`src/rtl/fbfe_pkg.sv`:
```
// Package for the frame buffer fill engine: sizes, command and op codes,
// the command descriptor passed from front end to back end, and box clipping.
// No dependencies.
package fbfe_pkg;

   localparam int DefFrameW  = 320;
   localparam int DefFrameH  = 240;
   localparam int ModeW      = 3;
   localparam int PosW       = 10;
   localparam int ExtW       = 11;
   localparam int ThickW     = 8;
   localparam int ColorW     = 8;
   localparam int CoordW     = 11;
   localparam int SCoordW    = 13;
   localparam int NumBoxes   = 4;
   localparam int BoxIdxW    = $clog2(NumBoxes);
   localparam int QueueDepth = 2;
   localparam int QPtrW      = $clog2(QueueDepth);
   localparam int QCntW      = $clog2(QueueDepth + 1);

   typedef enum logic [ModeW-1:0] {
      MODE_FILL_ALL   = 3'd0,
      MODE_SET_PIXEL  = 3'd1,
      MODE_FILL_RECT  = 3'd2,
      MODE_OUTLINE    = 3'd3,
      MODE_HLINE      = 3'd4,
      MODE_VLINE      = 3'd5,
      MODE_READ_PIXEL = 3'd6
   } mode_type;

   typedef enum logic [1:0] {
      OP_NONE  = 2'd0,
      OP_WRITE = 2'd1,
      OP_READ  = 2'd2
   } op_type;

   typedef enum logic [1:0] {
      FRONT_IDLE = 2'd0,
      FRONT_CALC = 2'd1,
      FRONT_PUSH = 2'd2
   } front_state_type;

   typedef enum logic [2:0] {
      BACK_IDLE  = 3'd0,
      BACK_SETUP = 3'd1,
      BACK_RUN   = 3'd2,
      BACK_READ  = 3'd3,
      BACK_WAIT  = 3'd4,
      BACK_RESP  = 3'd5
   } back_state_type;

   typedef struct packed {
      logic [ModeW-1:0]  mode;
      logic [PosW-1:0]   x_pos;
      logic [PosW-1:0]   y_pos;
      logic [ExtW-1:0]   extent_x;
      logic [ExtW-1:0]   extent_y;
      logic [ThickW-1:0] thickness;
      logic [ColorW-1:0] color;
   } cmd_type;

   // Half-open box of columns [xa,xb) and rows [ya,yb), already clipped.
   typedef struct packed {
      logic [CoordW-1:0] xa;
      logic [CoordW-1:0] xb;
      logic [CoordW-1:0] ya;
      logic [CoordW-1:0] yb;
   } box_type;

   typedef struct packed {
      op_type                       op;
      logic                         accepted;
      logic [ColorW-1:0]            color;
      box_type [NumBoxes-1:0]       boxes;
   } desc_type;

   function automatic logic [CoordW-1:0] clip_coord(logic signed [SCoordW-1:0] v,
                                                    logic [CoordW-1:0] lim);
      logic signed [SCoordW-1:0] lim_s;
      logic [CoordW-1:0]         res;
      lim_s = $signed(SCoordW'(lim));
      if (v < 0) begin
         res = '0;
      end else if (v > lim_s) begin
         res = lim;
      end else begin
         res = v[CoordW-1:0];
      end
      return res;
   endfunction

   function automatic box_type make_box(logic signed [SCoordW-1:0] xa,
                                        logic signed [SCoordW-1:0] xb,
                                        logic signed [SCoordW-1:0] ya,
                                        logic signed [SCoordW-1:0] yb,
                                        logic [CoordW-1:0] wlim,
                                        logic [CoordW-1:0] hlim);
      box_type b;
      b.xa = clip_coord(xa, wlim);
      b.xb = clip_coord(xb, wlim);
      b.ya = clip_coord(ya, hlim);
      b.yb = clip_coord(yb, hlim);
      return b;
   endfunction

endpackage

```
`src/rtl/fbfe_fifo.sv`:
```
// Short descriptor queue between the front end and the back end.
// Depends on fbfe_pkg.
module fbfe_fifo import fbfe_pkg::*; (
   input  logic     clock,
   input  logic     reset,
   input  desc_type push_data,
   input  logic     push_valid,
   output logic     push_ready,
   output desc_type pop_data,
   output logic     pop_valid,
   input  logic     pop_ready
);

   desc_type         entry_ff [QueueDepth];
   logic [QPtrW-1:0] wr_ptr_ff, wr_ptr_in, rd_ptr_ff, rd_ptr_in;
   logic [QCntW-1:0] count_ff, count_in;
   logic             do_push, do_pop;

   assign push_ready = (count_ff != QCntW'(QueueDepth));
   assign pop_valid  = (count_ff != '0);
   assign pop_data   = entry_ff[rd_ptr_ff];
   assign do_push    = push_valid && push_ready;
   assign do_pop     = pop_valid && pop_ready;

   always_comb begin
      wr_ptr_in = wr_ptr_ff;
      rd_ptr_in = rd_ptr_ff;
      count_in  = count_ff;
      if (do_push) begin
         wr_ptr_in = (wr_ptr_ff == QPtrW'(QueueDepth - 1)) ? '0 : wr_ptr_ff + 1'b1;
      end
      if (do_pop) begin
         rd_ptr_in = (rd_ptr_ff == QPtrW'(QueueDepth - 1)) ? '0 : rd_ptr_ff + 1'b1;
      end
      if (do_push && !do_pop) begin
         count_in = count_ff + 1'b1;
      end else if (do_pop && !do_push) begin
         count_in = count_ff - 1'b1;
      end
   end

   always_ff @(posedge clock) begin
      if (reset) begin
         wr_ptr_ff <= '0;
         rd_ptr_ff <= '0;
         count_ff  <= '0;
      end else begin
         wr_ptr_ff <= wr_ptr_in;
         rd_ptr_ff <= rd_ptr_in;
         count_ff  <= count_in;
      end
   end

   always_ff @(posedge clock) begin
      if (do_push) begin
         entry_ff[wr_ptr_ff] <= push_data;
      end
   end

endmodule

```
`config.mk`:
```
export PLATFORM = sky130hd
export DESIGN_NAME = fbfe_fifo
export DESIGN_NICKNAME = d
export VERILOG_FILES = /design/src/rtl/fbfe_pkg.sv /design/src/rtl/fbfe_fifo.sv
export SDC_FILE = /design/constraint.sdc
export NUM_CORES = 1
export LEC_CHECK = 0
export BUFFER_PORTS_ARGS = -buffer_cell sky130_fd_sc_hd__buf_2
export CORE_ASPECT_RATIO = 1.5
export CORE_MARGIN = 2
export CORE_UTILIZATION = 52
export DETAILED_ROUTE_END_ITERATION = 16
export PLACE_DENSITY = 0.86
export SLEW_MARGIN = 15
export SYNTH_ARGS = -nofsm -noshare
export SYNTH_HDL_FRONTEND = slang
export SYNTH_SLANG_ARGS = --single-unit
```
`constraint.sdc`:
```
create_clock -name clock -period 7.7 [get_ports clock]
set_input_delay 0.77 -clock clock [delete_from_list [all_inputs] [get_ports clock]]
set_output_delay 0.77 -clock clock [all_outputs]
set_load 0.01 [all_outputs]
```
* After elaboration in Yosys (flattened, before gate mapping)
Memory sizes are Yosys's and may differ from the RTL's. A register that Yosys moved wholly into a read port is not among the register bits. Cells that the tools add are included.
Word-level totals: input bits 191, word-level logic and storage cells 25, bits in writable memories 374, memories 1, output and inout port bits 189, register bits after elaboration 4
Memory list:
- entry_ff | depth 2, bits a word 187, rd ports 1, clocked after memory_dff 1, wr ports 1, RTL line fbfe_fifo.sv:14 | desc_type entry_ff [QueueDepth];
Cells by class: multiplexer cells 8, $add $sub $neg 4, reduce and logical (&&, ||, !) cells 8, eq/ne operators 1
Operator list (number):
- $mux W1 | 6
- $logic_and A1 B1 Y1 | 4
- $mux W2 | 2
- $reduce_bool A2 Y1 | 2
- $add A1 B1 Y1 const B | 2
- $add A2 B1 Y2 const B | 1
- $logic_not A1 Y1 | 2
- $ne A2 B2 Y1 const B | 1
- $sub A2 B1 Y2 const B | 1

* Depth between registers and ports, before layout
word-level depth 6, mapped depth 6, mapped depth without buffers 6

* Worst setup path after synthesis
No wires, ideal clock.
path type input port to flip-flop, start point in push_valid, end point mem entry_ff[1][0] (netlist bit) (enable), arrival 5.096 ns, stages 1, setup time 0.571 ns, data required time 7.129 ns, buffers on the path 0, path slack 2.033 ns, cells stage by stage and3_1
Between the ends: cells in the longest elaborated chain, start to end 3
RTL lines:
- start, declared | RTL line fbfe_fifo.sv:7 | input logic push_valid,
- $logic_and A1 B1 Y1 | RTL line fbfe_fifo.sv:22 | assign do_push = push_valid && push_ready;
- $mux W1 | RTL line fbfe_fifo.sv:55 | if (do_push) begin
- $mux W1 (not written as such) | RTL line fbfe_fifo.sv:56 | entry_ff[wr_ptr_ff] <= push_data;
- end, declared | RTL line fbfe_fifo.sv:14
No other way between the ends.

==> out/metrics.cfg <==
[worst_setup_path]
arrival_ns = 2.93
start_kind = register
crit_chain = buf_4 -> mux2_2 -> buf_2
worst_setup_path_end_kind = output port
cp_max_fo = 62
worstPathRequired_ns = 6.93
critPathKind = register to output port
slowest_stage = dfxtp_4
max_stage_delay_ns = 1.01

[yosys]
synthAdderAreaFrac = 0.000878
yosysSeqAreaShare = 0.795
synthXorXnorAreaFrac = 0.00184
synth_area_mm2 = 0.0143
synth_edf_count = 374
ys.flop_type = edfxtp_1
yosys_warnings = 0
synth_compound_area_frac = 0.00211
synthDistinctLibCells = 19
synth_fp_nets = 798
synth_top_family_by_area = multiplexers
syn_area_per_cell_um2 = 23.5
yosys.area_share.simple = 0.00351
synth_seq_cells = 379
synthMuxAreaShare = 0.182
synth_async_sr_flop_share = 0
synthCells = 606

[power_and_ir_drop]
p_leak_nw = 6.77
ir_drop_mv = 0.370
powerDensity_mw_per_mm2 = 326

[floorplanning]
std_cell_rows = 74
ios = 380
start_util = 0.525
die-area_mm2 = 0.0288
die_w_um = 139
dieHeight_um = 207
core-area_mm2 = 0.0271

[clock_network]
cts_resized = 0
htreeDepth = 2
cts_sinks = 379
cts_root_buf = clkbuf_16
cts_hold_buf = 0
clkLatencyLatePin_ns = 0.52
post_cts_buffers = 0
numCtsBuffers = 34
clock_path_buffers = 3
cts.clk_slew.worst_paths_ns = 0.07
cts_tree = built

[sta]
tightestPinTransition_ns = 1.11
tns_ns = 0
slew_headroom = 0.260
setup_viol = 0
finalMaxSlewViolations = 0
period_minus_slack_ns = 3.70
hold_viol = 0
rsz0062_at_grt = false
skew_ns = 0.0120
period_share = 0.481
fmax_mhz = 270

[routing]
post_drt_via_cell_ratio = 5.14
dr.max_layer_used = met5
routedWlPerCell_um = 20.2
route.met2.wl_mm = 15.2
postRouteWirelength_mm = 27.9
ant_nets = 0
vias = 7111
drtIter0Drc = 355
met1_length_mm = 9.81
drt_pass1_iterations = 4
met3WireLength_mm = 1.58
drc = 0

[cells_and_area]
layout-drive-gt1-share = 0.603
fillers = 1853
stdcell_area_mm2 = 0.0175
register_area_mm2 = 0.0113
multi_input_area_mm2 = 0.00272
area_growth_pct = 22.9
finalNetCount = 1198

[global_routing]
grt_overflow_total = 0
grt_pass1_wl_mm = 40.0
grt_pass1_vias = 7192
grt_max_degree = 112
antenna_found_initial = 9
grtUsageTotal = 0.184

[placed_design]
place_area_mm2 = 0.0164
hpwl_mm = 19.1
gp_congestion = 0.801
numPortBuffers = 379

[hold_path]
min_path_type = input pin to register

[run_status]
status = finished, final reports clean

[run]
max_cap_violations = 0

==> where the power goes <==
group | leakage (nW) | internal [mW] | total [mW] | switching [mW]
logic | 2.72 | 0.721 | 1.41 | 0.694
registers | 3.53 | 2.58 | 2.70 | 0.119
clock network | 0.516 | 0.907 | 1.60 | 0.688
==> stage by stage <==
stage	power, mW	std cells	hold WS, ns	util	setup slack, ns
floorplan	3.74	606	0.471	-	2.03
global placement	4.14	1312	0.487	0.606	4.48
detailed placement	4.18	1312	0.504	0.606	4.44
CTS	5.78	1372	0.410	0.644	3.94
global route	5.94	1379	0.415	0.645	3.83
finish	5.71	1384	0.439	0.645	4.00
==> logic make-up (layout without fill, tap and decap cells) <==
logic type	Yosys count	after routing
XOR/XNOR	3	3
adder cells (fa/ha/maj)	1	1
other	0	12
AND/OR/NAND/NOR	9	9
buffers and inverters	22	446
AO/OA/AOI/OAI	5	5
flip-flops	379	379
multiplexers	187	187
==> worst max-delay path: cells and delay by family (launching register included) <==
kind	cells	cell delay (ns)
flops	1	1.01
mux	1	0.42
buf+inv	2	0.92
==> sequential cells by signal, summed over array words and instances (netlist names), named ones only <==
signal     cells
rd_ptr_ff      1
count_ff       2
wr_ptr_ff      1
entry_ff     374
==> worst paths after layout <==
| kind | cells after the start | from | slack [ns] | to |
|---|---|---|---|---|
| worst max-delay path | 3 | register | 4.00 | pop_data[183] |
| worst min register to register | 2 | rd_ptr_ff$_SDFFE_PP0P_ | 0.51 | rd_ptr_ff$_SDFFE_PP0P_ |
| worst max register to register | 4 | count_ff[0]$_SDFFE_PP0P_ | 4.75 | entry_ff[0][161]$_DFFE_PP_ |
| worst min-delay path | 1 | push_data[181] | 0.44 | entry_ff[1][181]$_DFFE_PP_ |
==> cells in the mapped netlist, types with 2 or more instances <==
| master | instances | area, um^2 |
|---|---|---|
| edfxtp_1 | 374 | 11200 |
| mux2_4 | 130 | 1950 |
| mux2_2 | 57 | 642 |
| buf_6 | 16 | 180 |
| buf_2 | 5 | 25.0 |
| dfxtp_1 | 5 | 100 |
| nor2_1 | 3 | 11.3 |
| xor2_1 | 3 | 26.3 |
| a21oi_1 | 2 | 10.0 |
| o21ai_0 | 2 | 10.0 |
==> placed cells by master, fill, tap and decap left out, drive strengths merged, types with 2 or more instances in the layout <==
| cell | count |
|---|---|
| o21ai | 2 |
| xor2 | 3 |
| clkbuf | 45 |
| mux2 | 187 |
| diode | 12 |
| edfxtp | 374 |
| a21oi | 2 |
| clkinv | 14 |
| dfxtp | 5 |
| nor2 | 3 |
| buf | 385 |
==> layout make-up <==
| type | count | area share |
|---|---|---|
| sequential | 379 | 0.647 |
| multi-input combinational | 205 | 0.155 |
| timing repair buffer | 385 | 0.111 |
| clock buffer | 45 | 0.0546 |
| tap | 342 | 0.0244 |
| clock inverter | 15 | 0.00536 |
| antenna | 12 | 0.00171 |
| inverter | 1 | 0.000500 |
==> routing by layer <==
| metal | GRT usage | up-vias |
|---|---|---|
| li1 | - | 3235 |
| met1 | 0.200 | 3498 |
| met2 | 0.333 | 295 |
| met3 | 0.0427 | 81 |
| met4 | 0.103 | 2 |
| met5 | 0 | - |
Power figures use the tool's default switching activity.
