### config.mk
export PLATFORM = sky130hd
export DESIGN_NAME = fbfe_back_flat
export DESIGN_NICKNAME = d
export VERILOG_FILES = /design/src/rtl/fbfe_pkg.sv /design/src/rtl/fbfe_if.sv /design/src/rtl/fbfe_back.sv /design/src/flat_wrapper.sv
export SDC_FILE = /design/constraint.sdc
export NUM_CORES = 1
export LEC_CHECK = 0
export ABC_AREA = 1
export BUFFER_PORTS_ARGS = -buffer_cell sky130_fd_sc_hd__buf_2
export CAP_MARGIN = 20
export CORE_UTILIZATION = 55
export DETAILED_ROUTE_END_ITERATION = 16
export GPL_ROUTABILITY_DRIVEN = 0
export PLACE_DENSITY = 0.86
export SLEW_MARGIN = 20
export SYNTH_ARGS = -nofsm -noshare
export SYNTH_HDL_FRONTEND = slang
export SYNTH_SLANG_ARGS = --single-unit
### constraint.sdc
create_clock -name clock -period 14.3 [get_ports clock]
set_input_delay 2.86 -clock clock [delete_from_list [all_inputs] [get_ports clock]]
set_output_delay 2.86 -clock clock [all_outputs]
set_load 0.005 [all_outputs]
### src/rtl/fbfe_pkg.sv
// Package for the frame buffer fill engine: sizes, command and op codes,
// the command descriptor passed from front end to back end, and box clipping.
// No dependencies.
package fbfe_pkg;

   localparam int DefFrameW  = 320;
   localparam int DefFrameH  = 240;
   localparam int ModeW      = 3;
   localparam int PosW       = 10;
   localparam int ExtW       = 11;
   localparam int ThickW     = 8;
   localparam int ColorW     = 8;
   localparam int CoordW     = 11;
   localparam int SCoordW    = 13;
   localparam int NumBoxes   = 4;
   localparam int BoxIdxW    = $clog2(NumBoxes);
   localparam int QueueDepth = 2;
   localparam int QPtrW      = $clog2(QueueDepth);
   localparam int QCntW      = $clog2(QueueDepth + 1);

   typedef enum logic [ModeW-1:0] {
      MODE_FILL_ALL   = 3'd0,
      MODE_SET_PIXEL  = 3'd1,
      MODE_FILL_RECT  = 3'd2,
      MODE_OUTLINE    = 3'd3,
      MODE_HLINE      = 3'd4,
      MODE_VLINE      = 3'd5,
      MODE_READ_PIXEL = 3'd6
   } mode_type;

   typedef enum logic [1:0] {
      OP_NONE  = 2'd0,
      OP_WRITE = 2'd1,
      OP_READ  = 2'd2
   } op_type;

   typedef enum logic [1:0] {
      FRONT_IDLE = 2'd0,
      FRONT_CALC = 2'd1,
      FRONT_PUSH = 2'd2
   } front_state_type;

   typedef enum logic [2:0] {
      BACK_IDLE  = 3'd0,
      BACK_SETUP = 3'd1,
      BACK_RUN   = 3'd2,
      BACK_READ  = 3'd3,
      BACK_WAIT  = 3'd4,
      BACK_RESP  = 3'd5
   } back_state_type;

   typedef struct packed {
      logic [ModeW-1:0]  mode;
      logic [PosW-1:0]   x_pos;
      logic [PosW-1:0]   y_pos;
      logic [ExtW-1:0]   extent_x;
      logic [ExtW-1:0]   extent_y;
      logic [ThickW-1:0] thickness;
      logic [ColorW-1:0] color;
   } cmd_type;

   // Half-open box of columns [xa,xb) and rows [ya,yb), already clipped.
   typedef struct packed {
      logic [CoordW-1:0] xa;
      logic [CoordW-1:0] xb;
      logic [CoordW-1:0] ya;
      logic [CoordW-1:0] yb;
   } box_type;

   typedef struct packed {
      op_type                       op;
      logic                         accepted;
      logic [ColorW-1:0]            color;
      box_type [NumBoxes-1:0]       boxes;
   } desc_type;

   function automatic logic [CoordW-1:0] clip_coord(logic signed [SCoordW-1:0] v,
                                                    logic [CoordW-1:0] lim);
      logic signed [SCoordW-1:0] lim_s;
      logic [CoordW-1:0]         res;
      lim_s = $signed(SCoordW'(lim));
      if (v < 0) begin
         res = '0;
      end else if (v > lim_s) begin
         res = lim;
      end else begin
         res = v[CoordW-1:0];
      end
      return res;
   endfunction

   function automatic box_type make_box(logic signed [SCoordW-1:0] xa,
                                        logic signed [SCoordW-1:0] xb,
                                        logic signed [SCoordW-1:0] ya,
                                        logic signed [SCoordW-1:0] yb,
                                        logic [CoordW-1:0] wlim,
                                        logic [CoordW-1:0] hlim);
      box_type b;
      b.xa = clip_coord(xa, wlim);
      b.xb = clip_coord(xb, wlim);
      b.ya = clip_coord(ya, hlim);
      b.yb = clip_coord(yb, hlim);
      return b;
   endfunction

endpackage

### src/rtl/fbfe_if.sv


interface fbfe_rsp_if import fbfe_pkg::*; ();
   logic              valid;
   logic              ready;
   logic [ColorW-1:0] pixel_value;
   logic              accepted;

   modport source (output valid, pixel_value, accepted, input ready);
   modport sink (input valid, pixel_value, accepted, output ready);
endinterface

### src/rtl/fbfe_back.sv
// Back end: walks the boxes of a descriptor one pixel per cycle into the frame
// store, or reads one pixel, then loads the response register. Depends on fbfe_pkg, fbfe_if.
module fbfe_back import fbfe_pkg::*; #(
   parameter int  FRAME_W = DefFrameW,
   parameter int  FRAME_H = DefFrameH,
   localparam int AddrW   = $clog2(FRAME_W * FRAME_H)
) (
   input  logic              clock,
   input  logic              reset,
   input  desc_type          pop_data,
   input  logic              pop_valid,
   output logic              pop_ready,
   fbfe_rsp_if.source        rsp_chan,
   output logic              ram_wr_en,
   output logic              ram_rd_en,
   output logic [AddrW-1:0]  ram_addr,
   output logic [ColorW-1:0] ram_wr_data,
   input  logic [ColorW-1:0] ram_rd_data
);

   localparam logic [AddrW-1:0] RowStep = AddrW'(FRAME_W);

   back_state_type     state_ff, state_in;
   desc_type           desc_ff, desc_in;
   logic [BoxIdxW-1:0] box_idx_ff, box_idx_in;
   logic [CoordW-1:0]  x_ff, x_in, y_ff, y_in;
   logic [AddrW-1:0]   row_base_ff, row_base_in;
   logic [ColorW-1:0]  pix_ff, pix_in;
   logic               out_valid_ff, out_valid_in;
   logic [ColorW-1:0]  out_pix_ff, out_pix_in;
   logic               out_acc_ff, out_acc_in;
   box_type            cur_box;
   logic               last_box;

   assign cur_box     = desc_ff.boxes[box_idx_ff];
   assign last_box    = (box_idx_ff == BoxIdxW'(NumBoxes - 1));
   assign ram_addr    = row_base_ff + AddrW'(x_ff);
   assign ram_wr_data = desc_ff.color;

   assign rsp_chan.valid       = out_valid_ff;
   assign rsp_chan.pixel_value = out_pix_ff;
   assign rsp_chan.accepted    = out_acc_ff;

   always_ff @(posedge clock) begin
      if (reset) begin
         state_ff     <= BACK_IDLE;
         out_valid_ff <= 1'b0;
      end else begin
         state_ff     <= state_in;
         out_valid_ff <= out_valid_in;
      end
   end

   always_ff @(posedge clock) begin
      desc_ff     <= desc_in;
      box_idx_ff  <= box_idx_in;
      x_ff        <= x_in;
      y_ff        <= y_in;
      row_base_ff <= row_base_in;
      pix_ff      <= pix_in;
      out_pix_ff  <= out_pix_in;
      out_acc_ff  <= out_acc_in;
   end

   always_comb begin
      state_in     = state_ff;
      desc_in      = desc_ff;
      box_idx_in   = box_idx_ff;
      x_in         = x_ff;
      y_in         = y_ff;
      row_base_in  = row_base_ff;
      pix_in       = pix_ff;
      out_valid_in = out_valid_ff && !rsp_chan.ready;
      out_pix_in   = out_pix_ff;
      out_acc_in   = out_acc_ff;
      pop_ready    = 1'b0;
      ram_wr_en    = 1'b0;
      ram_rd_en    = 1'b0;
      case (state_ff)
         BACK_IDLE: begin
            pop_ready = 1'b1;
            if (pop_valid) begin
               desc_in    = pop_data;
               box_idx_in = '0;
               pix_in     = '0;
               state_in   = BACK_SETUP;
            end
         end
         BACK_SETUP: begin
            x_in        = cur_box.xa;
            y_in        = cur_box.ya;
            row_base_in = AddrW'(AddrW'(cur_box.ya) * RowStep);
            case (desc_ff.op)
               OP_READ: begin
                  state_in = BACK_READ;
               end
               OP_WRITE: begin
                  if ((cur_box.xa < cur_box.xb) && (cur_box.ya < cur_box.yb)) begin
                     state_in = BACK_RUN;
                  end else if (last_box) begin
                     state_in = BACK_RESP;
                  end else begin
                     box_idx_in = box_idx_ff + 1'b1;
                  end
               end
               default: begin
                  state_in = BACK_RESP;
               end
            endcase
         end
         BACK_RUN: begin
            ram_wr_en = 1'b1;
            if ((x_ff + 1'b1) == cur_box.xb) begin
               x_in        = cur_box.xa;
               y_in        = y_ff + 1'b1;
               row_base_in = row_base_ff + RowStep;
               if ((y_ff + 1'b1) == cur_box.yb) begin
                  if (last_box) begin
                     state_in = BACK_RESP;
                  end else begin
                     box_idx_in = box_idx_ff + 1'b1;
                     state_in   = BACK_SETUP;
                  end
               end
            end else begin
               x_in = x_ff + 1'b1;
            end
         end
         BACK_READ: begin
            ram_rd_en = 1'b1;
            state_in  = BACK_WAIT;
         end
         BACK_WAIT: begin
            pix_in   = ram_rd_data;
            state_in = BACK_RESP;
         end
         BACK_RESP: begin
            if (!out_valid_ff || rsp_chan.ready) begin
               out_valid_in = 1'b1;
               out_pix_in   = pix_ff;
               out_acc_in   = desc_ff.accepted;
               state_in     = BACK_IDLE;
            end
         end
         default: begin
            state_in = BACK_IDLE;
         end
      endcase
   end

endmodule

### src/flat_wrapper.sv
// flat-port wrapper written by rule: the top's interface ports become plain ports
module fbfe_back_flat import fbfe_pkg::*;
#(
   parameter int  FRAME_W = DefFrameW,
   parameter int  FRAME_H = DefFrameH,
   localparam int AddrW   = $clog2(FRAME_W * FRAME_H)
)
  (clock, reset, pop_data, pop_valid, pop_ready, ram_wr_en, ram_rd_en, ram_addr, ram_wr_data, ram_rd_data, rsp_chan_valid, rsp_chan_pixel_value, rsp_chan_accepted, rsp_chan_ready);
  fbfe_rsp_if rsp_chan_i ();
  input  logic clock;
  input  logic reset;
  input  desc_type pop_data;
  input  logic pop_valid;
  output logic pop_ready;
  output logic ram_wr_en;
  output logic ram_rd_en;
  output logic [AddrW-1:0] ram_addr;
  output logic [ColorW-1:0] ram_wr_data;
  input  logic [ColorW-1:0] ram_rd_data;
  output wire logic [$bits(rsp_chan_i.valid)-1:0] rsp_chan_valid;
  output wire logic [$bits(rsp_chan_i.pixel_value)-1:0] rsp_chan_pixel_value;
  output wire logic [$bits(rsp_chan_i.accepted)-1:0] rsp_chan_accepted;
  input wire logic [$bits(rsp_chan_i.ready)-1:0] rsp_chan_ready;
  assign rsp_chan_valid = rsp_chan_i.valid;
  assign rsp_chan_pixel_value = rsp_chan_i.pixel_value;
  assign rsp_chan_accepted = rsp_chan_i.accepted;
  assign rsp_chan_i.ready = rsp_chan_ready;
  fbfe_back #(.FRAME_W(FRAME_W), .FRAME_H(FRAME_H)) u_core (.clock(clock), .reset(reset), .pop_data(pop_data), .pop_valid(pop_valid), .pop_ready(pop_ready), .rsp_chan(rsp_chan_i), .ram_wr_en(ram_wr_en), .ram_rd_en(ram_rd_en), .ram_addr(ram_addr), .ram_wr_data(ram_wr_data), .ram_rd_data(ram_rd_data));
endmodule
Word-level counts from Yosys, hierarchy flattened:

Index checks and enable logic that the tools add are counted.

* add/subtract/negate cells: 5
* multiply operators: 1
* magnitude comparators: 3
* equal/unequal tests: 17
* mux-type cells: 31
* reductions and logical operators: 15

Operators with widths (count)
* $bmux W44 S2: 1
* $mux W44: 1
* $pmux W11 S2: 2
* $pmux W17 S2: 1
* $add A11 B1 Y11 const B: 2
* $eq A11 B11 Y1: 2
* $lt A11 B11 Y1: 2
* $mux W11: 2
* $mux W3: 7
* $pmux W3 S6: 1
* $add A17 B11 Y17: 1
* $add A17 B9 Y17 const B: 1
* $mux W17: 1
* $pmux W8 S2: 1
* $mux W2: 6
* $mul A11 B3 Y11 const B: 1
* $mux W8: 1
* $ne A2 B1 Y1 const B: 4
* $reduce_and A2 Y1: 4
* $eq A3 B2 Y1 const B: 2
* $eq A3 B3 Y1 const B: 2
* $pmux W2 S3: 1
* $pmux W3 S2: 1
* $reduce_and A6 Y1: 1
* other kinds (15): 24

* flip-flop bits (word level): 249
* bits of input ports: 199
* output and inout bits: 38
* logic and storage cells: 100

Longest topological paths before layout:

* depth in word-level cells: 7
* mapped depth: 22
* mapped depth without buffers: 19

Least setup slack after synthesis:

OpenSTA, ideal clock, no wires.

* kind: input to register
* start: input port pop_valid
* end: register u_core.desc_ff[0] in the netlist's numbering (enable)
* setup time: 0.737 ns
* arrival: 10.583 ns
* required time: 13.563 ns
* path slack: 2.980 ns
* stages on the path: 2
* path buffers: 0
* cells stage by stage: inv_1 > nor2_1

* longest elaborated chain between the ends: 1

Ends and longest elaborated chain
* start: declaration: line flat_wrapper.sv:13 `input logic pop_valid;`
* $reduce_and A2 Y1 (no source line)
* end signal: assignment: line fbfe_back.sv:55 `desc_ff <= desc_in;`
* end: declaration: line fbfe_back.sv:24 `desc_type desc_ff, desc_in;`

No other way between the ends.
A chain may end at the register's enable or synchronous reset.

Final worst setup path:

* start: register u_core.x_ff[6]
* end: output port ram_addr[12]

* longest elaborated chain between the ends: 1

Ends and longest elaborated chain
* start: declaration: line fbfe_back.sv:26 `logic [CoordW-1:0] x_ff, x_in, y_ff, y_in;`
* start signal: assignment: line fbfe_back.sv:57 `x_ff <= x_in;`
* $add A17 B11 Y17: line fbfe_back.sv:37 `assign ram_addr = row_base_ff + AddrW'(x_ff);`
* end: declaration: line flat_wrapper.sv:17 `output logic [AddrW-1:0] ram_addr;`

No other way between the ends.

==> out/results.tsv <==
stage	metric	value	unit
cts	clk slew on worst S/H paths	0.06	ns
sta	post-route minimum period	5.525	ns
critical_path	CP Max Fanout	5	
critical_path	Worst EP arrival	2.67	ns
floorplan	Rows	52	
power	PD cells	247.9	nW/um^2
sta	Final Hold Viols	0	
cts	maximum clock insertion buffer count	3	
placement	placed wire-length estimate	18800	um
floorplan	DIE AREA	21780	um^2
placement	Port Buf Inserts	236	
critical_path	R2R Path End	u_core.row_base_ff[16]	
synthesis	Mapped Area	11660	um^2
synthesis	Netlist cell types	45	
critical_path	Critical Path End Type	primary output	
global_routing	vias in the first global route	8352	
critical_path	Reg2Reg Depth	19	
cts	post-CTS setup buffer count	0	
cts	CTS tree	done	
cts	total CTS buffers	25	
sta	relative max-transition margin	32.87	%
critical_path	flop2flop setup slack	10.26	ns
synthesis	sequential share of the synthesized area	62.25	%
critical_path	CP Cell Sequence	ha_1 > inv_1 > fa_1 > nor2_1 > a211oi_1 > nor2_1 > o21ai_0 > xor2_1 > buf_2	
synthesis	Mean Syn Cell Area	10.37	um^2
cts	CTS H-tree depth	1	
detailed_routing	final antenna-violating net count	0	
cts	Post-CTS Hold Buffers	0	
global_routing	largest net degree at the start of global routing	78	
critical_path	slowest cell on the critical path	edfxtp_1	
detailed_routing	Detailed Route Iter0 Violations	680	
critical_path	max incr delay on CP	0.47	ns
global_routing	global-route wire length before repair	40680	um
detailed_routing	routed via count	8663	
detailed_routing	drt pass-1 iters	5	
power	peak supply drop	0.0001329	V
sta	Setup TNS	0	ns
synthesis	Syn Nets	1370	
floorplan	Die H	147.6	um
finish	synth-to-layout area growth	17.74	%
cts	Clock Latency Late Sink	0.51	ns
hold_path	Hold Crit Class	reg -> reg	
detailed_routing	drt wl/cell	16.05	um
sta	RSZ-0062 raised after global routing	no	
detailed_routing	Routed WL	26300	um
synthesis	YS warnings	0	
global_routing	initial antenna violation count	2	
finish	# nets final	1593	
run_status	status	finished, final reports clean	
global_routing	GR Overflow Total	0	
cts	clock sink total	243	
finish	sequential cell area	7257	um^2
finish	ratio of cells with drive above 1 in the final layout	22.25	%
sta	actual slew at the worst max-slew pin	1.005	ns
finish	final core utilization	66.97	%
sta	# setup viols final	0	
critical_path	Most Frequent Cell on Critical Path	nor2_1	
detailed_routing	# DRC	0	
synthesis	register bit total from synthesis	243	
critical_path	Critical Path Sink	ram_addr[12]	
finish	Layout fillers	1540	
floorplan	Die W	147.6	um
critical_path	Critical R2R Launch	u_core.box_idx_ff[0]	
sta	Slew Viols, Final	0	
detailed_routing	vias per cell	5.289	
critical_path	worst setup path category	reg -> out	
finish	multi-input logic area	3692	um^2
floorplan	IO Pins	237	
global_routing	All-Layer GR Usage	24.08	%
sta	period utilization	38.64	%
sta	Max Fclk	181.0	MHz
floorplan	Starting Density	56.88	%
sta	Setup Skew	0.008697	ns
power	Leakage Power	6.092	nW
run	max_cap viols	0	
synthesis	Cells after Synth	1124	
cts	CTS root buffer	clkbuf_16	
critical_path	WP data required	11.44	ns
critical_path	critical path startpoint	u_core.x_ff[6]	
cts	post_cts resized	0	
critical_path	CP startpoint kind	register	
floorplan	core area	20490	um^2
[final cells by class]
cell class / instances / area share (%)
Multi-Input combinational cell: 721 / 26.90
Clock inverter: 18 / 0.9480
Clock buffer: 28 / 4.640
Inverter: 112 / 3.099
Antenna cell: 2 / 0.03646
Timing Repair Buffer: 244 / 9.043
Sequential cell: 243 / 52.87
Tap cell: 270 / 2.461
[registers in the layout (all words and copies together), names as in the netlist, 2 cells and up]
name	count
u_core.ram_wr_data	8
u_core.x_ff	11
u_core.rsp_chan.pixel_value	8
u_core.state_ff	3
u_core.box_idx_ff	2
u_core.row_base_ff	11
u_core.y_ff	11
u_core.pix_ff	8
u_core.desc_ff	179
[Yosys cell counts, drive strengths merged]
| library cell | n | area share [%] |
|---|---|---|
| a211oi | 1 | 0.064 |
| a21o | 1 | 0.064 |
| a21oi | 27 | 1.2 |
| a22o | 1 | 0.075 |
| a22oi | 21 | 1.4 |
| a31oi | 3 | 0.16 |
| buf | 33 | 2.1 |
| clkbuf | 15 | 0.49 |
| clkinv | 1 | 0.032 |
| dfxtp | 4 | 0.69 |
| edfxtp | 239 | 62 |
| fa | 2 | 0.34 |
| ha | 45 | 4.8 |
| inv | 111 | 3.6 |
| mux2 | 2 | 0.19 |
| nand2 | 310 | 10 |
| nand3 | 59 | 2.6 |
| nand3b | 3 | 0.19 |
| nand4 | 4 | 0.21 |
| nor2 | 119 | 4.0 |
| nor3 | 6 | 0.30 |
| nor3b | 1 | 0.064 |
| nor4 | 1 | 0.054 |
| nor4b | 1 | 0.13 |
| o21a | 2 | 0.13 |
| o21ai | 86 | 3.7 |
| o221ai | 1 | 0.075 |
| o22ai | 2 | 0.11 |
| o31ai | 2 | 0.13 |
| o32ai | 1 | 0.075 |
| or2 | 1 | 0.054 |
| xnor2 | 6 | 0.45 |
| xor2 | 13 | 0.98 |
[layer usage]
metal  vias up  global-route usage, %  wire length (um)
met5         -                      0                 0
met4         0                  11.49              1064
met1      3977                  30.21             10550
met2       368                  40.87             12810
met3        67                  3.951              1864
li1       4251                      -                 -
[kinds of logic after synthesis]
group / count (synthesis) / share of synthesized area [%]
buffers and inverters: 160 / 6.236
AO/OA/AOI/OAI: 148 / 7.148
multiplexers: 2 / 0.1932
XOR/XNOR: 19 / 1.428
adder cells (fa/ha/maj): 47 / 5.173
flip-flops: 243 / 62.25
AND/OR/NAND/NOR: 505 / 17.57
[power by group]
part | leakage [nW] | switching [mW] | internal (mW)
Sequential | 2.29 | 0.0976 | 1.10
Combinational | 3.42 | 1.06 | 0.543
Clock | 0.379 | 0.264 | 0.341
Total | 6.09 | 1.42 | 1.98
[through the flow]
stage | worst slack [ns] | power [mW] | std cells | instance area, um^2 | hold WS (ns)
floorplan | 2.980 | 2.400 | 1124 | 11660 | 0.4003
global placement | 9.243 | 2.723 | 1590 | 12950 | 0.4019
detailed placement | 9.180 | 2.791 | 1590 | 12950 | 0.4054
CTS | 8.712 | 3.406 | 1636 | 13720 | 0.4175
global route | 8.521 | 3.685 | 1638 | 13730 | 0.4231
finish | 8.775 | 3.403 | 1638 | 13730 | 0.4167
[worst max-delay path, delay by kind of cell (launching register included)]
family / cells / cell delay (ns)
fa+ha+maj: 2 / 0.44
xor+xnor: 1 / 0.25
flops: 1 / 0.47
simple gates: 2 / 0.11
compound gates: 2 / 0.64
buf+inv: 2 / 0.24
[placed cells by master, fill, tap and decap left out, drive strengths merged, types with 3 or more instances in the layout]
cell type	instances
edfxtp	239
a31oi	3
nor2	119
nand4	4
nor3	6
xor2	13
ha	45
o21ai	86
inv	113
nand2	310
xnor2	6
a22oi	21
nand3b	3
dfxtp	4
buf	244
clkbuf	28
a21oi	27
clkinv	15
nand3	59
[how the worst min path moves through the flow]
| stage | start | cells past startpoint | endpoint | slack [ns] |
|---|---|---|---|---|
| floorplan | u_core.desc_ff[184] | 0 | u_core.rsp_chan.accepted | 0.40 |
| global placement | u_core.pix_ff[3] | 0 | u_core.rsp_chan.pixel_value[3] | 0.40 |
| detailed placement | u_core.pix_ff[5] | 0 | u_core.rsp_chan.pixel_value[5] | 0.41 |
| CTS | u_core.pix_ff[7] | 0 | u_core.rsp_chan.pixel_value[7] | 0.42 |
| global route | u_core.pix_ff[5] | 0 | u_core.rsp_chan.pixel_value[5] | 0.42 |
| finish | u_core.pix_ff[7] | 0 | u_core.rsp_chan.pixel_value[7] | 0.42 |
Power figures use the tool's default switching activity.
