## src/rtl/fbfe_pkg.sv

```systemverilog
// Package for the frame buffer fill engine: sizes, command and op codes,
// the command descriptor passed from front end to back end, and box clipping.
// No dependencies.
package fbfe_pkg;

   localparam int DefFrameW  = 320;
   localparam int DefFrameH  = 240;
   localparam int ModeW      = 3;
   localparam int PosW       = 10;
   localparam int ExtW       = 11;
   localparam int ThickW     = 8;
   localparam int ColorW     = 8;
   localparam int CoordW     = 11;
   localparam int SCoordW    = 13;
   localparam int NumBoxes   = 4;
   localparam int BoxIdxW    = $clog2(NumBoxes);
   localparam int QueueDepth = 2;
   localparam int QPtrW      = $clog2(QueueDepth);
   localparam int QCntW      = $clog2(QueueDepth + 1);

   typedef enum logic [ModeW-1:0] {
      MODE_FILL_ALL   = 3'd0,
      MODE_SET_PIXEL  = 3'd1,
      MODE_FILL_RECT  = 3'd2,
      MODE_OUTLINE    = 3'd3,
      MODE_HLINE      = 3'd4,
      MODE_VLINE      = 3'd5,
      MODE_READ_PIXEL = 3'd6
   } mode_type;

   typedef enum logic [1:0] {
      OP_NONE  = 2'd0,
      OP_WRITE = 2'd1,
      OP_READ  = 2'd2
   } op_type;

   typedef enum logic [1:0] {
      FRONT_IDLE = 2'd0,
      FRONT_CALC = 2'd1,
      FRONT_PUSH = 2'd2
   } front_state_type;

   typedef enum logic [2:0] {
      BACK_IDLE  = 3'd0,
      BACK_SETUP = 3'd1,
      BACK_RUN   = 3'd2,
      BACK_READ  = 3'd3,
      BACK_WAIT  = 3'd4,
      BACK_RESP  = 3'd5
   } back_state_type;

   typedef struct packed {
      logic [ModeW-1:0]  mode;
      logic [PosW-1:0]   x_pos;
      logic [PosW-1:0]   y_pos;
      logic [ExtW-1:0]   extent_x;
      logic [ExtW-1:0]   extent_y;
      logic [ThickW-1:0] thickness;
      logic [ColorW-1:0] color;
   } cmd_type;

   // Half-open box of columns [xa,xb) and rows [ya,yb), already clipped.
   typedef struct packed {
      logic [CoordW-1:0] xa;
      logic [CoordW-1:0] xb;
      logic [CoordW-1:0] ya;
      logic [CoordW-1:0] yb;
   } box_type;

   typedef struct packed {
      op_type                       op;
      logic                         accepted;
      logic [ColorW-1:0]            color;
      box_type [NumBoxes-1:0]       boxes;
   } desc_type;

   function automatic logic [CoordW-1:0] clip_coord(logic signed [SCoordW-1:0] v,
                                                    logic [CoordW-1:0] lim);
      logic signed [SCoordW-1:0] lim_s;
      logic [CoordW-1:0]         res;
      lim_s = $signed(SCoordW'(lim));
      if (v < 0) begin
         res = '0;
      end else if (v > lim_s) begin
         res = lim;
      end else begin
         res = v[CoordW-1:0];
      end
      return res;
   endfunction

   function automatic box_type make_box(logic signed [SCoordW-1:0] xa,
                                        logic signed [SCoordW-1:0] xb,
                                        logic signed [SCoordW-1:0] ya,
                                        logic signed [SCoordW-1:0] yb,
                                        logic [CoordW-1:0] wlim,
                                        logic [CoordW-1:0] hlim);
      box_type b;
      b.xa = clip_coord(xa, wlim);
      b.xb = clip_coord(xb, wlim);
      b.ya = clip_coord(ya, hlim);
      b.yb = clip_coord(yb, hlim);
      return b;
   endfunction

endpackage

```

## src/rtl/fbfe_if.sv

```systemverilog
// Channel interfaces of the frame buffer fill engine: command and response.
// Depends on fbfe_pkg.
interface fbfe_req_if import fbfe_pkg::*; ();
   logic              valid;
   logic              ready;
   logic [ModeW-1:0]  mode;
   logic [PosW-1:0]   x_pos;
   logic [PosW-1:0]   y_pos;
   logic [ExtW-1:0]   extent_x;
   logic [ExtW-1:0]   extent_y;
   logic [ThickW-1:0] thickness;
   logic [ColorW-1:0] color;

   modport source (output valid, mode, x_pos, y_pos, extent_x, extent_y, thickness, color,
                   input ready);
   modport sink (input valid, mode, x_pos, y_pos, extent_x, extent_y, thickness, color,
                 output ready);
endinterface


```

## src/rtl/fbfe_front.sv

```systemverilog
// Front end: accepts a command beat, checks bounds and turns it into up to four
// clipped boxes for the back end. Depends on fbfe_pkg and fbfe_if.
module fbfe_front import fbfe_pkg::*; #(
   parameter int FRAME_W = DefFrameW,
   parameter int FRAME_H = DefFrameH
) (
   input  logic        clock,
   input  logic        reset,
   fbfe_req_if.sink    req_chan,
   output desc_type    push_data,
   output logic        push_valid,
   input  logic        push_ready
);

   localparam logic [CoordW-1:0]         FrameWC = CoordW'(FRAME_W);
   localparam logic [CoordW-1:0]         FrameHC = CoordW'(FRAME_H);
   localparam logic signed [SCoordW-1:0] FrameWS = SCoordW'(FRAME_W);
   localparam logic signed [SCoordW-1:0] FrameHS = SCoordW'(FRAME_H);
   localparam logic signed [SCoordW-1:0] OneS    = SCoordW'(1);
   localparam logic signed [SCoordW-1:0] ZeroS   = '0;

   front_state_type           state_ff, state_in;
   cmd_type                   cmd_ff, cmd_in;
   logic signed [SCoordW-1:0] x2_ff, x2_in, y2_ff, y2_in;

   logic signed [SCoordW-1:0] xp_s, yp_s, ex_s, ey_s, t_s;
   logic signed [SCoordW-1:0] sum_x, sum_y;
   logic                      org_ok;
   desc_type                  desc;

   always_ff @(posedge clock) begin
      if (reset) begin
         state_ff <= FRONT_IDLE;
      end else begin
         state_ff <= state_in;
      end
   end

   always_ff @(posedge clock) begin
      cmd_ff <= cmd_in;
      x2_ff  <= x2_in;
      y2_ff  <= y2_in;
   end

   assign xp_s  = $signed(SCoordW'(cmd_ff.x_pos));
   assign yp_s  = $signed(SCoordW'(cmd_ff.y_pos));
   assign ex_s  = $signed(SCoordW'(cmd_ff.extent_x));
   assign ey_s  = $signed(SCoordW'(cmd_ff.extent_y));
   assign t_s   = $signed(SCoordW'(cmd_ff.thickness));
   assign sum_x = xp_s + ex_s;
   assign sum_y = yp_s + ey_s;
   assign org_ok = (CoordW'(cmd_ff.x_pos) < FrameWC) && (CoordW'(cmd_ff.y_pos) < FrameHC);

   always_comb begin
      state_in       = state_ff;
      cmd_in         = cmd_ff;
      x2_in          = x2_ff;
      y2_in          = y2_ff;
      req_chan.ready = 1'b0;
      push_valid     = 1'b0;
      case (state_ff)
         FRONT_IDLE: begin
            req_chan.ready = 1'b1;
            if (req_chan.valid) begin
               cmd_in.mode      = req_chan.mode;
               cmd_in.x_pos     = req_chan.x_pos;
               cmd_in.y_pos     = req_chan.y_pos;
               cmd_in.extent_x  = req_chan.extent_x;
               cmd_in.extent_y  = req_chan.extent_y;
               cmd_in.thickness = req_chan.thickness;
               cmd_in.color     = req_chan.color;
               state_in         = FRONT_CALC;
            end
         end
         FRONT_CALC: begin
            // Outline far corners; when they reach the frame edge they are pulled
            // back by the thickness and may go negative.
            x2_in    = (sum_x >= FrameWS) ? FrameWS - t_s : sum_x;
            y2_in    = (sum_y >= FrameHS) ? FrameHS - t_s : sum_y;
            state_in = FRONT_PUSH;
         end
         FRONT_PUSH: begin
            push_valid = 1'b1;
            if (push_ready) begin
               state_in = FRONT_IDLE;
            end
         end
         default: begin
            state_in = FRONT_IDLE;
         end
      endcase
   end

   always_comb begin
      desc.op       = OP_NONE;
      desc.accepted = 1'b0;
      desc.color    = cmd_ff.color;
      desc.boxes    = '0;
      case (cmd_ff.mode)
         MODE_FILL_ALL: begin
            desc.op       = OP_WRITE;
            desc.accepted = 1'b1;
            desc.boxes[0] = make_box(ZeroS, FrameWS, ZeroS, FrameHS, FrameWC, FrameHC);
         end
         MODE_SET_PIXEL: begin
            if (org_ok) begin
               desc.op       = OP_WRITE;
               desc.accepted = 1'b1;
               desc.boxes[0] = make_box(xp_s, xp_s + OneS, yp_s, yp_s + OneS,
                                        FrameWC, FrameHC);
            end
         end
         MODE_FILL_RECT: begin
            if (org_ok) begin
               desc.op       = OP_WRITE;
               desc.accepted = 1'b1;
               desc.boxes[0] = make_box(xp_s, sum_x, yp_s, sum_y, FrameWC, FrameHC);
            end
         end
         MODE_OUTLINE: begin
            if (org_ok) begin
               desc.op       = OP_WRITE;
               desc.accepted = 1'b1;
               desc.boxes[0] = make_box(xp_s, x2_ff + t_s, yp_s, yp_s + t_s,
                                        FrameWC, FrameHC);
               desc.boxes[1] = make_box(xp_s, xp_s + t_s, yp_s + t_s, y2_ff,
                                        FrameWC, FrameHC);
               desc.boxes[2] = make_box(x2_ff, x2_ff + t_s, yp_s + t_s, y2_ff,
                                        FrameWC, FrameHC);
               desc.boxes[3] = make_box(xp_s, x2_ff + t_s, y2_ff, y2_ff + t_s,
                                        FrameWC, FrameHC);
            end
         end
         MODE_HLINE: begin
            if (org_ok && (cmd_ff.extent_x < FrameWC)) begin
               desc.op       = OP_WRITE;
               desc.accepted = 1'b1;
               if (xp_s < ex_s) begin
                  desc.boxes[0] = make_box(xp_s, ex_s, yp_s, yp_s + OneS, FrameWC, FrameHC);
               end else begin
                  desc.boxes[0] = make_box(ex_s + OneS, xp_s + OneS, yp_s, yp_s + OneS,
                                           FrameWC, FrameHC);
               end
            end
         end
         MODE_VLINE: begin
            if (org_ok && (cmd_ff.extent_y < FrameHC)) begin
               desc.op       = OP_WRITE;
               desc.accepted = 1'b1;
               if (yp_s < ey_s) begin
                  desc.boxes[0] = make_box(xp_s, xp_s + OneS, yp_s, ey_s, FrameWC, FrameHC);
               end else begin
                  desc.boxes[0] = make_box(xp_s, xp_s + OneS, ey_s + OneS, yp_s + OneS,
                                           FrameWC, FrameHC);
               end
            end
         end
         MODE_READ_PIXEL: begin
            if (org_ok) begin
               desc.op       = OP_READ;
               desc.accepted = 1'b1;
               desc.boxes[0] = make_box(xp_s, xp_s + OneS, yp_s, yp_s + OneS,
                                        FrameWC, FrameHC);
            end
         end
         default: begin
            desc.op = OP_NONE;
         end
      endcase
   end

   assign push_data = desc;

endmodule

```

## src/flat_wrapper.sv

```systemverilog
// flat-port wrapper written by rule: the top's interface ports become plain ports
module fbfe_front_flat import fbfe_pkg::*;
#(
   parameter int FRAME_W = DefFrameW,
   parameter int FRAME_H = DefFrameH
)
  (clock, reset, push_data, push_valid, push_ready, req_chan_valid, req_chan_mode, req_chan_x_pos, req_chan_y_pos, req_chan_extent_x, req_chan_extent_y, req_chan_thickness, req_chan_color, req_chan_ready);
  fbfe_req_if req_chan_i ();
  input  logic clock;
  input  logic reset;
  output desc_type push_data;
  output logic push_valid;
  input  logic push_ready;
  input wire logic [$bits(req_chan_i.valid)-1:0] req_chan_valid;
  input wire logic [$bits(req_chan_i.mode)-1:0] req_chan_mode;
  input wire logic [$bits(req_chan_i.x_pos)-1:0] req_chan_x_pos;
  input wire logic [$bits(req_chan_i.y_pos)-1:0] req_chan_y_pos;
  input wire logic [$bits(req_chan_i.extent_x)-1:0] req_chan_extent_x;
  input wire logic [$bits(req_chan_i.extent_y)-1:0] req_chan_extent_y;
  input wire logic [$bits(req_chan_i.thickness)-1:0] req_chan_thickness;
  input wire logic [$bits(req_chan_i.color)-1:0] req_chan_color;
  output wire logic [$bits(req_chan_i.ready)-1:0] req_chan_ready;
  assign req_chan_i.valid = req_chan_valid;
  assign req_chan_i.mode = req_chan_mode;
  assign req_chan_i.x_pos = req_chan_x_pos;
  assign req_chan_i.y_pos = req_chan_y_pos;
  assign req_chan_i.extent_x = req_chan_extent_x;
  assign req_chan_i.extent_y = req_chan_extent_y;
  assign req_chan_i.thickness = req_chan_thickness;
  assign req_chan_i.color = req_chan_color;
  assign req_chan_ready = req_chan_i.ready;
  fbfe_front #(.FRAME_W(FRAME_W), .FRAME_H(FRAME_H)) u_core (.clock(clock), .reset(reset), .req_chan(req_chan_i), .push_data(push_data), .push_valid(push_valid), .push_ready(push_ready));
endmodule
```

## config.mk

```make
export PLATFORM = sky130hd
export DESIGN_NAME = fbfe_front_flat
export DESIGN_NICKNAME = d
export VERILOG_FILES = /design/src/rtl/fbfe_pkg.sv /design/src/rtl/fbfe_if.sv /design/src/rtl/fbfe_front.sv /design/src/flat_wrapper.sv
export SDC_FILE = /design/constraint.sdc
export NUM_CORES = 1
export LEC_CHECK = 0
export ABC_AREA = 1
export BUFFER_PORTS_ARGS = -buffer_cell sky130_fd_sc_hd__buf_2
export CAP_MARGIN = 20
export CORE_AREA = 2 2 133 135
export CTS_BUF_LIST = sky130_fd_sc_hd__clkbuf_8
export DETAILED_ROUTE_END_ITERATION = 10
export DIE_AREA = 0 0 135 137
export HOLD_SLACK_MARGIN = 0.05
export PLACE_DENSITY = 0.89
export SYNTH_ARGS = -nofsm -noshare
export SYNTH_HDL_FRONTEND = slang
export SYNTH_SLANG_ARGS = --single-unit
```

## constraint.sdc

```tcl
create_clock -name clock -period 9.9 [get_ports clock]
set_input_delay 1.98 -clock clock [delete_from_list [all_inputs] [get_ports clock]]
set_output_delay 1.98 -clock clock [all_outputs]
set_load 0.02 [all_outputs]
```

Word level (Yosys, flattened, before mapping)
Cells that the tools add are included.
{ "classes": {"n_reduce_logical": 9, "n_addsub": 12, "muxes": 54, "eq_ne": 10, "magnitude_cmp": 40} }
{ "op_table": {"columns": ["op", "n"], "rows": [
  ["$mux W11", 28],
  ["$pmux W44 S6", 1],
  ["$mux W176", 1],
  ["$lt A13 B1 Y1 const B", 12],
  ["$mux W132", 1],
  ["$mux W44", 3],
  ["$mux W43", 2],
  ["$gt A13 B10 Y1 const B", 6],
  ["$gt A13 B9 Y1 const B", 6],
  ["$mux W10", 4],
  ["$add A13 B9 Y13", 2],
  ["$mux W13", 2],
  ["$add A10 B11 Y12", 2],
  ["$add A11 B1 Y12 const B", 2],
  ["$add A10 B1 Y11 const B", 2],
  ["$add A10 B8 Y11", 2],
  ["$lt A10 B11 Y1", 2],
  ["$lt A11 B1 Y1 const B", 2],
  ["$mux W22", 1],
  ["$lt A10 B1 Y1 const B", 2],
  ["$ge A13 B10 Y1 const B", 1],
  ["$ge A13 B9 Y1 const B", 1],
  ["$gt A11 B8 Y1 const B", 1],
  ["$gt A11 B9 Y1 const B", 1],
  ["other kinds (26)", 38]
]} }
{ "totals": {"elab_cells": 135, "inputBits": 65, "regBits": 89, "output_inout_bits": 189} }

Longest topological paths before layout
{ "depth": {"depth_word": 7, "mapped_depth": 19, "depth_no_buf": 18} }

Worst setup path after synthesis
OpenSTA, ideal clock, no wires.
{ "synth_timing": {"kind": "input to register", "from": "in req_chan_valid", "to": "reg u_core.cmd_ff[10] in the netlist's numbering, enable pin", "n_path_buf": 0, "t_arrival_ns": 6.158, "path_stages": 2, "path_slack_ns": 3.186, "setup_time_ns": 0.556, "required_ns": 9.344, "path_cell_list": "inv_1 -> nor3_1"} }
{ "synth_between": {"elab_chain_cells": 1} }
{ "synth_lines": {"columns": ["element", "line", "rtl"], "rows": [
  ["from (decl)", "flat_wrapper.sv:14", "input wire logic [$bits(req_chan_i.valid)-1:0] req_chan_valid;"],
  ["$reduce_and A2 Y1 (no source line)", null, null],
  ["to (signal assigned)", "fbfe_front.sv:40", "cmd_ff <= cmd_in;"],
  ["to (decl)", "fbfe_front.sv:23", "cmd_type cmd_ff, cmd_in;"]
]} }
No other way between the ends.
A chain may end at the register's enable or synchronous reset.

==> results by group <==
Yosys
  – Synthesis warning total: 0
  – Gate count of the mapped netlist: 1510
  – Sequential-to-total area share from yosys stat: 25.60%
  – Post-Syn Area: 10240 um2
  – Synth Register Bits: 88
  – Post-synth top flop: edfxtp_1
  – Synth unique cells: 50
  – Post-synthesis async set-or-reset flop share: 0%
  – Post-synth EDFFs: 86
  – Mean Syn Cell Area: 6.783 um2

Route
  – Total number of vias: 10514
  – Via density: 5.513
  – Number of DRC markers in iteration 0: 979
  – DRC viols: 0
  – WL final: 29.70 mm
  – Antenna-violating nets left: 0
  – Drt pass-1 iters: 6
  – DR WL/cell: 15.58 um

Worst setup path
  – R2R depth: 13
  – R2R Path End: u_core.y2_ff[6]
  – R2r setup slk: 6890 ps
  – WP data required: 7920 ps
  – Crit. End Element: output port
  – Critical path launch point type: flip-flop
  – Crit path to: push_data[38]
  – Reg-to-reg startpoint: u_core.cmd_ff[16]
  – Critical Path Fanout Max: 21
  – WP data arrival: 3410 ps
  – Worst Setup SP: u_core.cmd_ff[54]
  – Worst Path Class, Setup: flip-flop to output port

Clock tree
  – Post_cts resized: 0
  – Number of CTS-inserted buffers: 9
  – Hold Buf Count CTS: 0
  – Clock tree buffer depth: 2
  – CTS Root Cell: clkbuf_8
  – Clock Pin Slew Worst Setup and Hold Paths: 80 ps
  – Clock sinks: 88
  – Worst-Skew Late Latency: 400 ps
  – Number of buffers added for setup after CTS: 0
  – Htree depth: 3
  – CTS tree: built

Floorplan
  – FP Rows: 48
  – Core area: 17060 um2
  – Die ar.: 18500 um2
  – Die Ht: 137 um
  – Num ports: 254
  – Die Wd: 135 um
  – Initial core utilization: 60.05%

GRT
  – Total Routing Usage GR: 31.92%
  – Vias in the first global route: 9653
  – First-pass GRT wire length: 46.93 mm
  – Initial antenna violation count: 0
  – Largest net degree at the start of global routing: 41
  – Grt total ovfl: 0

Job
  – Max Cap Violations: 0

STA
  – RSZ-0062 raised after global routing: false
  – Slew of the pin with the lowest slew margin: 1037 ps
  – Period minus WS final: 5386 ps
  – Fmax: 0.1857 GHz
  – Setup tns final: 0 ps
  – Max Slew Vio Count: 0
  – Setup violators final: 0
  – Slew HR: 30.78%
  – Final Cycle Share: 54.41%
  – Final hold vios: 0
  – Fin Clk Skew: 21.75 ps

Final layout
  – # diodes: 0
  – Share of layout cells above drive strength 1: 17.30%
  – Area growth syn-to-layout: 9.248%
  – Final net count: 1829

Outcome
  – Outcome: finished clean

Power
  – VDD IR-drop max: 84.21 uV
  – Leakage: 0.006228 uW
  – Pwr Total: 1189 uW
  – Power Dens Cells: 106.3 nW/um2

Placed design
  – Final GP Congestion: 1.008
  – IO buf count: 213
  – Dpl hpwl: 24.17 mm

Worst hold path
  – Worst Hold Class: flip-flop to flip-flop
[cells in the mapped netlist, types with 6 or more instances]
| master | instances | area, um2 |
|---|---|---|
| buf_4 | 93 | 698.2 |
| inv_2 | 14 | 52.55 |
| edfxtp_1 | 86 | 2582 |
| o21a_1 | 9 | 67.56 |
| nand2_1 | 383 | 1438 |
| nor2_4 | 6 | 67.56 |
| nor2_2 | 7 | 43.79 |
| nand2_2 | 11 | 68.82 |
| xnor2_1 | 12 | 105.1 |
| fa_1 | 6 | 120.1 |
| nand4_1 | 54 | 337.8 |
| nand3b_1 | 8 | 60.06 |
| a21oi_1 | 51 | 255.2 |
| nor2_1 | 156 | 585.6 |
| nor3_1 | 39 | 195.2 |
| o21ai_1 | 12 | 60.06 |
| nand3_1 | 112 | 560.5 |
| xor2_1 | 34 | 297.8 |
| ha_1 | 81 | 1013 |
| inv_1 | 224 | 840.8 |
| o21ai_0 | 38 | 190.2 |
[stage by stage]
stage          setup WS, ps  instance area, um2  hold WS [ps]  util (%)  cells
6_report               4514               11190         492.0     65.60   1907
5_1_grt                4265               11190         511.2     65.60   1907
4_1_cts                4567               11190         494.8     65.60   1907
3_5_place_dp           5004               11010         482.2     64.56   1891
3_3_place_gp           5057               11010         474.7     64.56   1891
2_1_floorplan          3187               10400         441.2         -   1552
[report_power, final]
group	switching, uW	total [uW]	internal [uW]
clock	149	243	94.0
sequential	40.6	484	444
combinational	311	462	151
[metal layers]
| layer | vias up | global-route usage (%) | routed length (um) | part of all wire [%] |
|---|---|---|---|---|
| li1 | 5132 | - | - | - |
| met1 | 4754 | 41.57 | 12370 | 42 |
| met2 | 551 | 53.67 | 13690 | 46 |
| met3 | 77 | 4.741 | 2729 | 9.2 |
| met4 | 0 | 12.44 | 916 | 3.1 |
| met5 | - | 0 | 0 | 0 |
[critical path: stages (launching register included)]
cell,delay [ps]
edfxtp_1,580
o21ai_1,210
nand2_1,130
nor2_4,180
nand3_2,170
nor2_4,580
inv_2,320
nor3_1,450
a31oi_1,100
o21ai_1,130
buf_2,190
[worst min path at each step]
stage	startpoint	to	slack [ps]	depth (start not counted)
after floorplan	u_core.state_ff[1]	u_core.state_ff[0]	440	1
after global placement	u_core.state_ff[1]	u_core.state_ff[0]	470	1
after detailed placement	u_core.state_ff[1]	u_core.state_ff[0]	480	1
after CTS	u_core.state_ff[1]	u_core.state_ff[0]	490	1
after global routing	u_core.state_ff[1]	u_core.state_ff[0]	510	1
final	u_core.state_ff[1]	u_core.state_ff[0]	490	1
[kinds of logic (layout without fill, tap and decap cells)]
group           after synthesis  count (layout)  share of synthesized area [%]
compound gates              145             145                          8.307
xor+xnor                     46              46                          3.934
fa+ha+maj                    87              87                          11.07
buf+inv                     341             471                          16.17
flops                        88              88                          25.60
other cells                   1              43                        0.03661
simple gates                802             802                          34.88
[sequential cells by signal (all words and copies together) (netlist names)]
signal            flops
u_core.cmd_ff        53
u_core.y2_ff         13
u_core.x2_ff         12
u_core.push_data      8
u_core.state_ff       2
[cell usage in the layout, fill, tap and decap left out, types with 11 or more instances in the layout]
cell type / synthesis / final
o21ai_0: 38 / 38
conb_1: 1 / 43
o21ai_1: 12 / 12
nor3_1: 39 / 38
nand2_2: 11 / 11
nor2_1: 156 / 156
inv_1: 224 / 224
edfxtp_1: 86 / 86
buf_2: 4 / 213
nand3_1: 112 / 112
a21oi_1: 51 / 51
xor2_1: 34 / 34
inv_2: 14 / 14
xnor2_1: 12 / 12
nand4_1: 54 / 54
ha_1: 81 / 81
nand2_1: 383 / 383
[area by class of cell]
| class | instances | area (um2) |
|---|---|---|
| multi-input cells | 1123 | 6126 |
| fillers | 1585 | 5867 |
| flip-flops and latches | 88 | 2623 |
| repair buffers | 215 | 1081 |
| inverters | 240 | 900.9 |
| well taps | 225 | 281.5 |
| clock buffers | 9 | 123.9 |
| clock inverters | 7 | 53.80 |
Power figures use the tool's default switching activity.
